$ cat config.mk
export PLATFORM = sky130hd
export DESIGN_NAME = striped_range_splitter_top_flat
export DESIGN_NICKNAME = d
export VERILOG_FILES = /design/src/hw/rtl/sra_pkg.sv /design/src/hw/rtl/sra_if.sv /design/src/hw/rtl/sra_div.sv /design/src/hw/rtl/sra_queue.sv /design/src/hw/rtl/sra_front.sv /design/src/hw/rtl/sra_back.sv /design/src/hw/rtl/striped_range_splitter_top.sv /design/src/flat_wrapper.sv
export SDC_FILE = /design/constraint.sdc
export NUM_CORES = 1
export LEC_CHECK = 0
export BUFFER_PORTS_ARGS = -buffer_cell sky130_fd_sc_hd__buf_4
export CORE_ASPECT_RATIO = 0.75
export CORE_MARGIN = 2
export CORE_UTILIZATION = 45
export CTS_BUF_LIST = sky130_fd_sc_hd__clkbuf_2
export CTS_CLUSTER_DIAMETER = 60
export DETAILED_ROUTE_END_ITERATION = 7
export GPL_TIMING_DRIVEN = 0
export HOLD_SLACK_MARGIN = 0.05
export SYNTH_ARGS = -nofsm -noshare
export SYNTH_HDL_FRONTEND = slang
export SYNTH_SLANG_ARGS = --single-unit
$ cat constraint.sdc
create_clock -name clk_i -period 6.75 [get_ports clk_i]
set_clock_uncertainty 0.1 [all_clocks]
set_input_delay 1.6875 -clock clk_i [delete_from_list [all_inputs] [get_ports clk_i]]
set_output_delay 1.6875 -clock clk_i [all_outputs]
set_load 0.01 [all_outputs]
$ cat src/hw/rtl/sra_pkg.sv
package sra_pkg;

  localparam int AddrW       = 24;
  localparam int LenW        = 25;
  localparam int MemW        = 25;
  localparam int CntW        = 5;
  localparam int SrvW        = 4;
  localparam int CfgIdxW     = 2;
  localparam int CfgDataW    = 25;
  localparam int MaxServers  = 16;
  localparam int ResultLimit = 16;
  localparam int ServerLimit = (MaxServers < ResultLimit) ? MaxServers : ResultLimit;
  localparam int DivW        = 25;
  localparam int DivCntW     = $clog2(DivW);

  localparam logic [MemW-1:0] MemSizeReset    = MemW'(1024);
  localparam logic [CntW-1:0] ServerCntReset  = CntW'(1);

  typedef enum logic [CfgIdxW-1:0] {
    CFG_MEM_SIZE     = 2'd0,
    CFG_SERVER_COUNT = 2'd1
  } cfg_reg_e;

  // classified request handed from front to back
  typedef struct packed {
    logic            kind;
    logic            start_oor;
    logic [SrvW-1:0] srv;
    logic [AddrW-1:0] off;
    logic [LenW-1:0] len;
  } entry_t;

  typedef struct packed {
    logic [MemW-1:0] seg;
    logic [CntW-1:0] count;
  } seg_cfg_t;

  typedef struct packed {
    logic             op_kind;
    logic [SrvW-1:0]  server_index;
    logic [AddrW-1:0] local_offset;
    logic [LenW-1:0]  chunk_length;
    logic             last;
    logic             out_of_range;
  } chunk_t;

  // zero is taken as one, anything above the server limit as the limit
  function automatic logic [CntW-1:0] eff_count(input logic [CntW-1:0] sc);
    logic [CntW-1:0] res;
    res = sc;
    if (sc == '0) res = CntW'(1);
    else if (sc > CntW'(ServerLimit)) res = CntW'(ServerLimit);
    return res;
  endfunction

endpackage

$ cat src/hw/rtl/sra_if.sv
interface sra_cfg_if import sra_pkg::*; ();
  logic                valid;
  logic                ready;
  logic [CfgIdxW-1:0]  index;
  logic [CfgDataW-1:0] data;

  modport source (output valid, index, data, input ready);
  modport sink   (input valid, index, data, output ready);
endinterface

interface sra_req_if import sra_pkg::*; ();
  logic             valid;
  logic             ready;
  logic             kind;
  logic [AddrW-1:0] position;
  logic [LenW-1:0]  length;

  modport source (output valid, kind, position, length, input ready);
  modport sink   (input valid, kind, position, length, output ready);
endinterface

interface sra_chunk_if import sra_pkg::*; ();
  logic             valid;
  logic             ready;
  logic             op_kind;
  logic [SrvW-1:0]  server_index;
  logic [AddrW-1:0] local_offset;
  logic [LenW-1:0]  chunk_length;
  logic             last;
  logic             out_of_range;

  modport source (output valid, op_kind, server_index, local_offset, chunk_length, last,
                  out_of_range, input ready);
  modport sink   (input valid, op_kind, server_index, local_offset, chunk_length, last,
                  out_of_range, output ready);
endinterface

$ cat src/hw/rtl/sra_div.sv
module sra_div import sra_pkg::*; (
  input  logic            clk_i,
  input  logic            rst_ni,
  input  logic            start_i,
  input  logic [DivW-1:0] dividend_i,
  input  logic [DivW-1:0] divisor_i,
  output logic            done_o,
  output logic [DivW-1:0] quot_o,
  output logic [DivW-1:0] rem_o
);

  logic               busy_q, busy_d;
  logic               done_q, done_d;
  logic [DivCntW-1:0] cnt_q, cnt_d;
  logic [DivW-1:0]    acc_q, acc_d;
  logic [DivW-1:0]    quo_q, quo_d;
  logic [DivW-1:0]    dvs_q, dvs_d;
  logic [DivW:0]      trial;
  logic [DivW:0]      diff;
  logic               ge;

  // restoring division, one quotient bit a cycle
  assign trial = {acc_q, quo_q[DivW-1]};
  assign diff  = trial - {1'b0, dvs_q};
  assign ge    = trial >= {1'b0, dvs_q};

  always_comb begin
    busy_d = busy_q;
    done_d = 1'b0;
    cnt_d  = cnt_q;
    acc_d  = acc_q;
    quo_d  = quo_q;
    dvs_d  = dvs_q;
    if (start_i) begin
      busy_d = 1'b1;
      cnt_d  = '0;
      acc_d  = '0;
      quo_d  = dividend_i;
      dvs_d  = divisor_i;
    end else if (busy_q) begin
      acc_d = ge ? diff[DivW-1:0] : trial[DivW-1:0];
      quo_d = {quo_q[DivW-2:0], ge};
      cnt_d = cnt_q + DivCntW'(1);
      if (cnt_q == DivCntW'(DivW - 1)) begin
        busy_d = 1'b0;
        done_d = 1'b1;
      end
    end
  end

  always_ff @(posedge clk_i or negedge rst_ni) begin
    if (!rst_ni) begin
      busy_q <= 1'b0;
      done_q <= 1'b0;
      cnt_q  <= '0;
    end else begin
      busy_q <= busy_d;
      done_q <= done_d;
      cnt_q  <= cnt_d;
    end
  end

  always_ff @(posedge clk_i) begin
    acc_q <= acc_d;
    quo_q <= quo_d;
    dvs_q <= dvs_d;
  end

  assign done_o = done_q;
  assign quot_o = quo_q;
  assign rem_o  = acc_q;

endmodule

$ cat src/hw/rtl/sra_queue.sv
module sra_queue import sra_pkg::*; (
  input  logic   clk_i,
  input  logic   rst_ni,
  input  logic   push_i,
  input  entry_t push_data_i,
  output logic   full_o,
  input  logic   pop_i,
  output logic   valid_o,
  output entry_t data_o
);

  entry_t     mem_q [2];
  logic       wr_ptr_q, wr_ptr_d;
  logic       rd_ptr_q, rd_ptr_d;
  logic [1:0] fill_q, fill_d;
  logic       do_push, do_pop;

  assign full_o  = fill_q == 2'd2;
  assign valid_o = fill_q != 2'd0;
  assign data_o  = mem_q[rd_ptr_q];
  assign do_push = push_i && !full_o;
  assign do_pop  = pop_i && valid_o;

  always_comb begin
    wr_ptr_d = do_push ? !wr_ptr_q : wr_ptr_q;
    rd_ptr_d = do_pop ? !rd_ptr_q : rd_ptr_q;
    fill_d   = fill_q;
    if (do_push && !do_pop) fill_d = fill_q + 2'd1;
    else if (do_pop && !do_push) fill_d = fill_q - 2'd1;
  end

  always_ff @(posedge clk_i or negedge rst_ni) begin
    if (!rst_ni) begin
      wr_ptr_q <= 1'b0;
      rd_ptr_q <= 1'b0;
      fill_q   <= 2'd0;
    end else begin
      wr_ptr_q <= wr_ptr_d;
      rd_ptr_q <= rd_ptr_d;
      fill_q   <= fill_d;
    end
  end

  always_ff @(posedge clk_i) begin
    if (do_push) mem_q[wr_ptr_q] <= push_data_i;
  end

endmodule

$ cat src/hw/rtl/sra_front.sv
module sra_front import sra_pkg::*; (
  input  logic      clk_i,
  input  logic      rst_ni,
  sra_cfg_if.sink   cfg,
  sra_req_if.sink   req,
  output logic      push_o,
  output entry_t    push_data_o,
  input  logic      full_i,
  output seg_cfg_t  seg_cfg_o
);

  typedef enum logic [4:0] {
    F_IDLE = 5'b00001,
    F_CFG  = 5'b00010,
    F_SEG  = 5'b00100,
    F_DIV  = 5'b01000,
    F_PUSH = 5'b10000
  } front_state_e;

  front_state_e    state_q, state_d;
  logic [MemW-1:0] mem_size_q, mem_size_d;
  logic [CntW-1:0] srv_cnt_q, srv_cnt_d;
  logic [MemW-1:0] seg_q, seg_d;
  entry_t          pend_q, pend_d;
  logic [CntW-1:0] cnt_eff;
  logic            cfg_we;
  logic            div_start;
  logic            div_done;
  logic [DivW-1:0] div_dividend, div_divisor, div_quot, div_rem;

  assign cnt_eff   = eff_count(srv_cnt_q);
  assign cfg.ready = 1'b1;
  assign cfg_we    = cfg.valid;
  assign req.ready = state_q == F_IDLE;

  assign div_dividend = (state_q == F_CFG) ? DivW'(mem_size_q) : DivW'(req.position);
  assign div_divisor  = (state_q == F_CFG) ? DivW'(cnt_eff) : DivW'(seg_q);
  assign div_start    = (state_q == F_CFG) ||
                        ((state_q == F_IDLE) && req.valid && (seg_q != '0));

  sra_div u_div (
    .clk_i      (clk_i),
    .rst_ni     (rst_ni),
    .start_i    (div_start),
    .dividend_i (div_dividend),
    .divisor_i  (div_divisor),
    .done_o     (div_done),
    .quot_o     (div_quot),
    .rem_o      (div_rem)
  );

  always_comb begin
    mem_size_d = mem_size_q;
    srv_cnt_d  = srv_cnt_q;
    if (cfg_we && (cfg.index == CFG_MEM_SIZE)) mem_size_d = cfg.data[MemW-1:0];
    if (cfg_we && (cfg.index == CFG_SERVER_COUNT)) srv_cnt_d = cfg.data[CntW-1:0];
  end

  always_comb begin
    state_d = state_q;
    seg_d   = seg_q;
    pend_d  = pend_q;
    push_o  = 1'b0;
    case (state_q)
      F_IDLE: begin
        if (req.valid) begin
          pend_d.kind = req.kind;
          pend_d.len  = req.length;
          if (seg_q == '0) begin
            pend_d.start_oor = 1'b1;
            pend_d.srv       = '0;
            pend_d.off       = '0;
            state_d          = F_PUSH;
          end else begin
            state_d = F_DIV;
          end
        end
      end
      F_CFG: begin
        state_d = F_SEG;
      end
      F_SEG: begin
        if (div_done) begin
          seg_d   = div_quot[MemW-1:0];
          state_d = F_IDLE;
        end
      end
      F_DIV: begin
        if (div_done) begin
          pend_d.start_oor = div_quot >= DivW'(cnt_eff);
          pend_d.srv       = div_quot[SrvW-1:0];
          pend_d.off       = div_rem[AddrW-1:0];
          state_d          = F_PUSH;
        end
      end
      F_PUSH: begin
        if (!full_i) begin
          push_o  = 1'b1;
          state_d = F_IDLE;
        end
      end
      default: begin
        state_d = F_IDLE;
      end
    endcase
    // a register write always recomputes the segment size
    if (cfg_we) state_d = F_CFG;
  end

  always_ff @(posedge clk_i or negedge rst_ni) begin
    if (!rst_ni) begin
      state_q    <= F_IDLE;
      mem_size_q <= MemSizeReset;
      srv_cnt_q  <= ServerCntReset;
      seg_q      <= MemSizeReset;
    end else begin
      state_q    <= state_d;
      mem_size_q <= mem_size_d;
      srv_cnt_q  <= srv_cnt_d;
      seg_q      <= seg_d;
    end
  end

  always_ff @(posedge clk_i) begin
    pend_q <= pend_d;
  end

  assign push_data_o     = pend_q;
  assign seg_cfg_o.seg   = seg_q;
  assign seg_cfg_o.count = cnt_eff;

endmodule

$ cat src/hw/rtl/sra_back.sv
module sra_back import sra_pkg::*; (
  input  logic       clk_i,
  input  logic       rst_ni,
  input  logic       q_valid_i,
  input  entry_t     q_data_i,
  output logic       pop_o,
  input  seg_cfg_t   seg_cfg_i,
  sra_chunk_if.source chunk
);

  logic            cur_valid_q, cur_valid_d;
  entry_t          cur_q, cur_d;
  logic            out_valid_q, out_valid_d;
  chunk_t          out_q, out_d;
  logic            adv;
  logic [LenW-1:0] room;
  logic            fits;
  logic            at_end;
  chunk_t          nxt;

  assign room   = LenW'(seg_cfg_i.seg) - LenW'(cur_q.off);
  assign fits   = room >= cur_q.len;
  assign at_end = (CntW'(cur_q.srv) + CntW'(1)) >= seg_cfg_i.count;
  assign adv    = cur_valid_q && (!out_valid_q || chunk.ready);

  always_comb begin
    nxt.op_kind      = cur_q.kind;
    nxt.server_index = cur_q.srv;
    nxt.local_offset = cur_q.off;
    nxt.chunk_length = room;
    nxt.last         = 1'b0;
    nxt.out_of_range = 1'b0;
    if (cur_q.start_oor) begin
      nxt.server_index = '0;
      nxt.local_offset = '0;
      nxt.chunk_length = cur_q.len;
      nxt.last         = 1'b1;
      nxt.out_of_range = 1'b1;
    end else if (fits) begin
      nxt.chunk_length = cur_q.len;
      nxt.last         = 1'b1;
    end else if (at_end) begin
      nxt.last         = 1'b1;
      nxt.out_of_range = 1'b1;
    end
  end

  always_comb begin
    cur_valid_d = cur_valid_q;
    cur_d       = cur_q;
    out_valid_d = out_valid_q;
    out_d       = out_q;
    pop_o       = q_valid_i && (!cur_valid_q || (adv && nxt.last));
    if (chunk.ready) out_valid_d = 1'b0;
    if (adv) begin
      out_valid_d = 1'b1;
      out_d       = nxt;
      if (nxt.last) begin
        cur_valid_d = 1'b0;
      end else begin
        cur_d.len = cur_q.len - room;
        cur_d.srv = cur_q.srv + SrvW'(1);
        cur_d.off = '0;
      end
    end
    if (pop_o) begin
      cur_valid_d = 1'b1;
      cur_d       = q_data_i;
    end
  end

  always_ff @(posedge clk_i or negedge rst_ni) begin
    if (!rst_ni) begin
      cur_valid_q <= 1'b0;
      out_valid_q <= 1'b0;
    end else begin
      cur_valid_q <= cur_valid_d;
      out_valid_q <= out_valid_d;
    end
  end

  always_ff @(posedge clk_i) begin
    cur_q <= cur_d;
    out_q <= out_d;
  end

  assign chunk.valid        = out_valid_q;
  assign chunk.op_kind      = out_q.op_kind;
  assign chunk.server_index = out_q.server_index;
  assign chunk.local_offset = out_q.local_offset;
  assign chunk.chunk_length = out_q.chunk_length;
  assign chunk.last         = out_q.last;
  assign chunk.out_of_range = out_q.out_of_range;

  // an out-of-range chunk always ends its request
  a_oor_is_last: assert property (@(posedge clk_i) disable iff (!rst_ni)
    out_valid_q && out_q.out_of_range |-> out_q.last)
    else $error("out-of-range chunk without last");

  // a chunk that does not end the request fills the rest of its segment, so it is never empty
  a_mid_nonempty: assert property (@(posedge clk_i) disable iff (!rst_ni)
    out_valid_q && !out_q.last |-> out_q.chunk_length != '0)
    else $error("empty chunk in the middle of a request");

  // in-range chunks address an existing server
  a_srv_in_range: assert property (@(posedge clk_i) disable iff (!rst_ni)
    out_valid_q && !out_q.out_of_range |->
      CntW'(out_q.server_index) < seg_cfg_i.count)
    else $error("server index beyond the server count");

  // a new request is only loaded once the previous one has finished
  a_pop_when_free: assert property (@(posedge clk_i) disable iff (!rst_ni)
    pop_o |-> !cur_valid_q || (adv && nxt.last))
    else $error("request loaded over one still in progress");

endmodule

$ cat src/hw/rtl/striped_range_splitter_top.sv
// striped range splitter: a shared memory of mem_size bytes is split into
// server_count equal segments of floor(mem_size / server_count) bytes, and
// each read or write request (kind, position, length) comes out as one chunk
// transfer per segment it touches, in address order, each giving the server,
// the offset inside that server's segment, the chunk length and a last flag.
// a zero length gives one empty chunk. a request starting beyond the end of the
// last whole segment gives a single chunk with out_of_range set; one running
// past the end is cut at the end of the last segment, flagged and ended there.
// the front end takes one request at a time: it accepts it, runs the shared
// bit-serial divider to find the start segment and its offset, collects the
// quotient and hands the request to a two-entry queue; with a zero segment
// size it skips the divider. the back end gives one chunk per cycle from that
// queue while the receiver is ready, so chunk output of one request overlaps
// the division of the next. a register write restarts the segment-size
// division, and requests are held off until it finishes. writes are only to
// be made while no request is in flight; the write channel is always ready
module striped_range_splitter_top import sra_pkg::*; (
  input  logic          clk_i,
  input  logic          rst_ni,
  sra_cfg_if.sink       cfg_i,
  sra_req_if.sink       req_i,
  sra_chunk_if.source   chunk_o
);

  // front to back hand-off
  logic     push;
  entry_t   push_data;
  logic     q_full;
  logic     q_valid;
  logic     pop;
  entry_t   q_data;
  seg_cfg_t seg_cfg;

  // register file, segment size division and start-segment division
  sra_front u_front (
    .clk_i       (clk_i),
    .rst_ni      (rst_ni),
    .cfg         (cfg_i),
    .req         (req_i),
    .push_o      (push),
    .push_data_o (push_data),
    .full_i      (q_full),
    .seg_cfg_o   (seg_cfg)
  );

  // short queue so the divider and the chunk walker stall independently
  sra_queue u_queue (
    .clk_i       (clk_i),
    .rst_ni      (rst_ni),
    .push_i      (push),
    .push_data_i (push_data),
    .full_o      (q_full),
    .pop_i       (pop),
    .valid_o     (q_valid),
    .data_o      (q_data)
  );

  // walks segments one chunk per cycle, while the receiver is ready, into a registered output stage
  sra_back u_back (
    .clk_i     (clk_i),
    .rst_ni    (rst_ni),
    .q_valid_i (q_valid),
    .q_data_i  (q_data),
    .pop_o     (pop),
    .seg_cfg_i (seg_cfg),
    .chunk     (chunk_o)
  );

endmodule

$ cat src/flat_wrapper.sv
// flat-port wrapper written by rule: the top's interface ports become plain ports
module striped_range_splitter_top_flat import sra_pkg::*;
  (clk_i, rst_ni, cfg_i_valid, cfg_i_index, cfg_i_data, cfg_i_ready, req_i_valid, req_i_kind, req_i_position, req_i_length, req_i_ready, chunk_o_valid, chunk_o_op_kind, chunk_o_server_index, chunk_o_local_offset, chunk_o_chunk_length, chunk_o_last, chunk_o_out_of_range, chunk_o_ready);
  sra_cfg_if cfg_i_i ();
  sra_req_if req_i_i ();
  sra_chunk_if chunk_o_i ();
  input  logic clk_i;
  input  logic rst_ni;
  input wire logic [$bits(cfg_i_i.valid)-1:0] cfg_i_valid;
  input wire logic [$bits(cfg_i_i.index)-1:0] cfg_i_index;
  input wire logic [$bits(cfg_i_i.data)-1:0] cfg_i_data;
  output wire logic [$bits(cfg_i_i.ready)-1:0] cfg_i_ready;
  input wire logic [$bits(req_i_i.valid)-1:0] req_i_valid;
  input wire logic [$bits(req_i_i.kind)-1:0] req_i_kind;
  input wire logic [$bits(req_i_i.position)-1:0] req_i_position;
  input wire logic [$bits(req_i_i.length)-1:0] req_i_length;
  output wire logic [$bits(req_i_i.ready)-1:0] req_i_ready;
  output wire logic [$bits(chunk_o_i.valid)-1:0] chunk_o_valid;
  output wire logic [$bits(chunk_o_i.op_kind)-1:0] chunk_o_op_kind;
  output wire logic [$bits(chunk_o_i.server_index)-1:0] chunk_o_server_index;
  output wire logic [$bits(chunk_o_i.local_offset)-1:0] chunk_o_local_offset;
  output wire logic [$bits(chunk_o_i.chunk_length)-1:0] chunk_o_chunk_length;
  output wire logic [$bits(chunk_o_i.last)-1:0] chunk_o_last;
  output wire logic [$bits(chunk_o_i.out_of_range)-1:0] chunk_o_out_of_range;
  input wire logic [$bits(chunk_o_i.ready)-1:0] chunk_o_ready;
  assign cfg_i_i.valid = cfg_i_valid;
  assign cfg_i_i.index = cfg_i_index;
  assign cfg_i_i.data = cfg_i_data;
  assign cfg_i_ready = cfg_i_i.ready;
  assign req_i_i.valid = req_i_valid;
  assign req_i_i.kind = req_i_kind;
  assign req_i_i.position = req_i_position;
  assign req_i_i.length = req_i_length;
  assign req_i_ready = req_i_i.ready;
  assign chunk_o_valid = chunk_o_i.valid;
  assign chunk_o_op_kind = chunk_o_i.op_kind;
  assign chunk_o_server_index = chunk_o_i.server_index;
  assign chunk_o_local_offset = chunk_o_i.local_offset;
  assign chunk_o_chunk_length = chunk_o_i.chunk_length;
  assign chunk_o_last = chunk_o_i.last;
  assign chunk_o_out_of_range = chunk_o_i.out_of_range;
  assign chunk_o_i.ready = chunk_o_ready;
  striped_range_splitter_top u_core (.clk_i(clk_i), .rst_ni(rst_ni), .cfg_i(cfg_i_i), .req_i(req_i_i), .chunk_o(chunk_o_i));
endmodule
==> results by group <==
Run status
  • Status: completed

Drt
  • Antenna Nets Post-Route: 0
  • Residual DRC: 0
  • Routed Wire Length: roughly 52,000 um
  • Wirelength per Cell: between 20 and 25 um
  • Iter 0 DRT Violations: between 1,000 and 1,500
  • Post-DR vias/cell: between 5 and 6
  • Pre-antenna DRT Iters: 8
  • Vias: 13,865

Cells and area
  • Share of cells above drive strength 1: 19.9%
  • Final core utilization: about half
  • P&R area growth vs syn: 14.2%
  • Final Non-Filler Cells: approximately 2,600
  • Layout Nets: ~2,100

Placed design
  • Placed cell count: between 2,000 and 2,500
  • Final GP Congestion: around 0.93
  • Post-DP HPWL: between 30,000 and 40,000 um
  • Port buffer count: 139
  • Setup WS pre-CTS: -0.489 ns

Die
  • Die span in x: roughly 250 um
  • Die area: between 40,000 and 50,000 um2
  • Core footprint: roughly 44,000 um2
  • Starting Density: approximately 45%
  • Core Rows: 67
  • Die Ht: 187 um
  • Ports: about 140

Synthesis
  • Largest area contributor in the netlist: edfxtp_1
  • Top cells by area, synth: edfxtp_1 (49%), dfrtp_1 (8.6%), ha_1 (5.5%)
  • Async SR Flop Fraction: 17.2%
  • Unique masters post-synth: 67
  • Post-synthesis sequential area ratio: between 60% and 70%
  • Synthesized Nets: about 1,800
  • Flops & latches, synth: 424
  • Post-synth EDFFs: 326
  • Ys flop type: edfxtp_1
  • Syn Inst Count: approximately 1,600
  • Synth top area share: between 40% and 50%
  • Average size of a mapped cell: around 12 um2
  • Syn. warnings: 0
  • Post-Syn Area: approximately 20,000 um2

GRT
  • First-pass GRT wire length: approximately 79,000 um
  • GR Overflow Total: 0
  • Initial antenna violation count: 2
  • Largest net degree at the start of global routing: 74
  • Vias in the first global route: around 13,000
  • Overall routing resource usage: between 20 and 25%

Clock network
  • Clock Path Buffers: 3
  • Clk slew on worst S/H paths: 0.13 ns
  • CTS Buf Count: just over 100
  • CTS Sinks: around 420
  • Clk_lat worst skew: ~1.1 ns
  • Root Buffer: clkbuf_2
  • CTS tree: built
  • H-tree levels: 3

Worst setup path
  • Critical path's slowest cell: a211oi_1
  • CP Cell Sequence: inv_1 > ha_1 > fa_1 > nor2b_1 > o2111ai_1 > nand3_1 > a2111oi_1 > o41a_1 > o21ai_0 > a31oi_1 > xor2_1 > ha_1 > a21o_1 > a21oi_1 > nor2b_1 > a311oi_1 > nand2_1 > o21ai_4 > o21ai_4 > clkbuf_2 > a211oi_1 > a21oi_1
  • Worst Path Required: approximately 7.5 ns
  • Crit-path max cell delay: between 0.6 and 0.7 ns
  • CP Launch Type: register
  • Capturing element type of the critical path: register
  • Critical path class: reg -> reg
  • Worst-path fanout max: 10
  • Crit path DAT: between 7 and 8 ns
  • Crit-path leading delay family: compound AO/OA/AOI/OAI gates
  • R2r worst-path depth: 22
  • WP depth: 22
  • CP bufs+invs: 2

Timing
  • Min Tclk post-route: 6.30 ns
  • Final worst slack: ~0.45 ns
  • Fin crit share: a little over 90%
  • Smallest hold slack: 0.329 ns
  • Slew @ Worst Pin: about 1.3 ns
  • Final Slew Violations: 0
  • Final setup viols: 0
  • Final hold violations: 0
  • Max-Slew Margin vs Limit: roughly 13%
  • RSZ-0062 raised after global routing: no
  • Peak Freq: approximately 160 MHz
  • Setup TNS: 0 ns

Power and ir drop
  • Worst vdd ir: 0.219 mV
  • Switching share of power: about 40%
  • Clk pwr share: about 16%
  • Comb pwr share: roughly 45%
  • Reg power frac: between 30% and 40%
  • Pwr/cell area: ~440 nW/um2
  • Internal power: just over 6 mW
  • NetSw: between 4 and 5 mW
  • Leakage: 9.73 nW

Worst hold path
  • Hold path depth: 0
  • Worst hold path type: reg -> reg

Job
  • Max Cap Violations: 0
-- final timing paths --
kind | startpoint | slack, ns | end
setup / recovery | u_core.u_front.seg_q[0] | 0.45 | u_core.u_back.cur_q[10]
hold / removal | u_core.u_front.push_data_o[8] | 0.33 | u_core.u_queue.mem_q[0][8]
setup reg to reg | u_core.u_front.seg_q[0] | 0.45 | u_core.u_back.cur_q[10]
hold reg to reg | u_core.u_front.push_data_o[8] | 0.33 | u_core.u_queue.mem_q[0][8]
max in group asynchronous | rst_ni | 5.27 | u_core.u_front.u_div.cnt_q[3]
min in group asynchronous | rst_ni | 0.62 | u_core.u_front.state_q[4]
-- metrics by stage --
step | power, mW | area, um2
after detailed placement | 8.46 | 22000
after global routing | 11.0 | 23000
after global placement | 8.38 | 21900
after CTS | 10.2 | 22900
after floorplan | 7.02 | 20100
final | 10.2 | 23000
-- metal layers --
layer | vias to the layer above | part of all wire (%) | GRT usage [%]
li1 | 6552 | - | -
met2 | 517 | 41 | 30.4
met1 | 6698 | 48 | 35.0
met4 | 0 | 2.3 | 6.59
met5 | - | 0 | 0
met3 | 98 | 8.4 | 6.01
-- cells by family (layout without fill, tap and decap cells) --
family	count (synthesis)	count (layout)	synth area share (%)
AO/OA/AOI/OAI	331	332	10.2
multiplexers	150	150	7.83
adder cells (fa/ha/maj)	91	91	5.76
AND/OR/NAND/NOR	424	424	10.2
flip-flops	424	424	60.2
other	1	4	0.0186
XOR/XNOR	70	70	3.04
buffers and inverters	143	478	2.76
-- state kept, by name (all words and copies together), names as in the netlist, 2 cells and up --
name,flops
u_core.u_queue.mem_q,110
u_core.u_back.cur_q,55
u_core.u_front.push_data_o,55
u_core.u_back.chunk.chunk_length,25
u_core.u_front.mem_size_q,25
u_core.u_front.seg_q,25
u_core.u_front.u_div.dvs_q,25
u_core.u_front.u_div.quot_o,25
u_core.u_front.u_div.rem_o,25
u_core.u_back.chunk.local_offset,24
u_core.u_front.srv_cnt_q,5
u_core.u_front.state_q,5
u_core.u_front.u_div.cnt_q,5
u_core.u_back.chunk.server_index,4
u_core.u_queue.fill_q,2
-- layout by cell type, fill, tap and decap left out, types with 5 or more instances in the layout --
cell and instances:
and2_1 54, a31oi_1 9, or3_1 5, xnor2_1 38
o21ai_0 131, nand2_1 125, nand2b_1 22, nor2_1 102
nor3b_1 7, a21o_1 35, nor2b_1 20, mux2i_1 89
nor3_1 23, o211ai_1 5, a21oi_1 74, o31ai_1 7
a211oi_1 10, nor4_1 12, o21a_1 11, o21bai_1 5
clkinv_1 35, edfxtp_1 326, dfrtp_1 69, dfxtp_1 25
clkbuf_1 51, mux2_2 61, clkbuf_2 149, buf_4 143
and3_1 7, or4_1 6, nand3_1 18, nand4_1 9
ha_1 88, xor2_1 32, inv_1 81
-- layout make-up --
cell class	count	area (um2)
buffer	61	253
inverter	82	312
tap	586	733
clock inverter	45	194
timing repair buffer	145	1130
clock buffer	145	726
fill	4012	21400
multi-input combinational	1068	7520
sequential	424	12100
antenna	3	7.51
-- synthesized netlist by cell type, drive strengths merged (20+ instances only) --
library cell	instances
nand2b	22
o21ai	133
xor2	32
and2	56
inv	82
xnor2	38
a21o	36
nor2b	20
dfrtp	69
mux2i	89
nor3	23
nand2	125
ha	88
nor2	103
clkbuf	53
a21oi	74
dfxtp	25
edfxtp	326
mux2	61
-- power groups by stage --
stage	Combinational, mW	Clock (mW)	Sequential (mW)
2_1_floorplan	3.02	0	4.00
3_3_place_gp	4.33	0	4.05
3_5_place_dp	4.43	0	4.04
4_1_cts	4.47	1.72	3.98
5_1_grt	5.06	1.87	4.04
6_report	4.58	1.66	3.98
-- repair_timing --
action                     CTS  global route
setup buffers                0             3
hold buffers                 0             0
setup endpoints to repair   83            63
gates cloned                 0             1
resized for setup            4             8
pin swaps                    0             1
(Power assumes the default switching activity.)
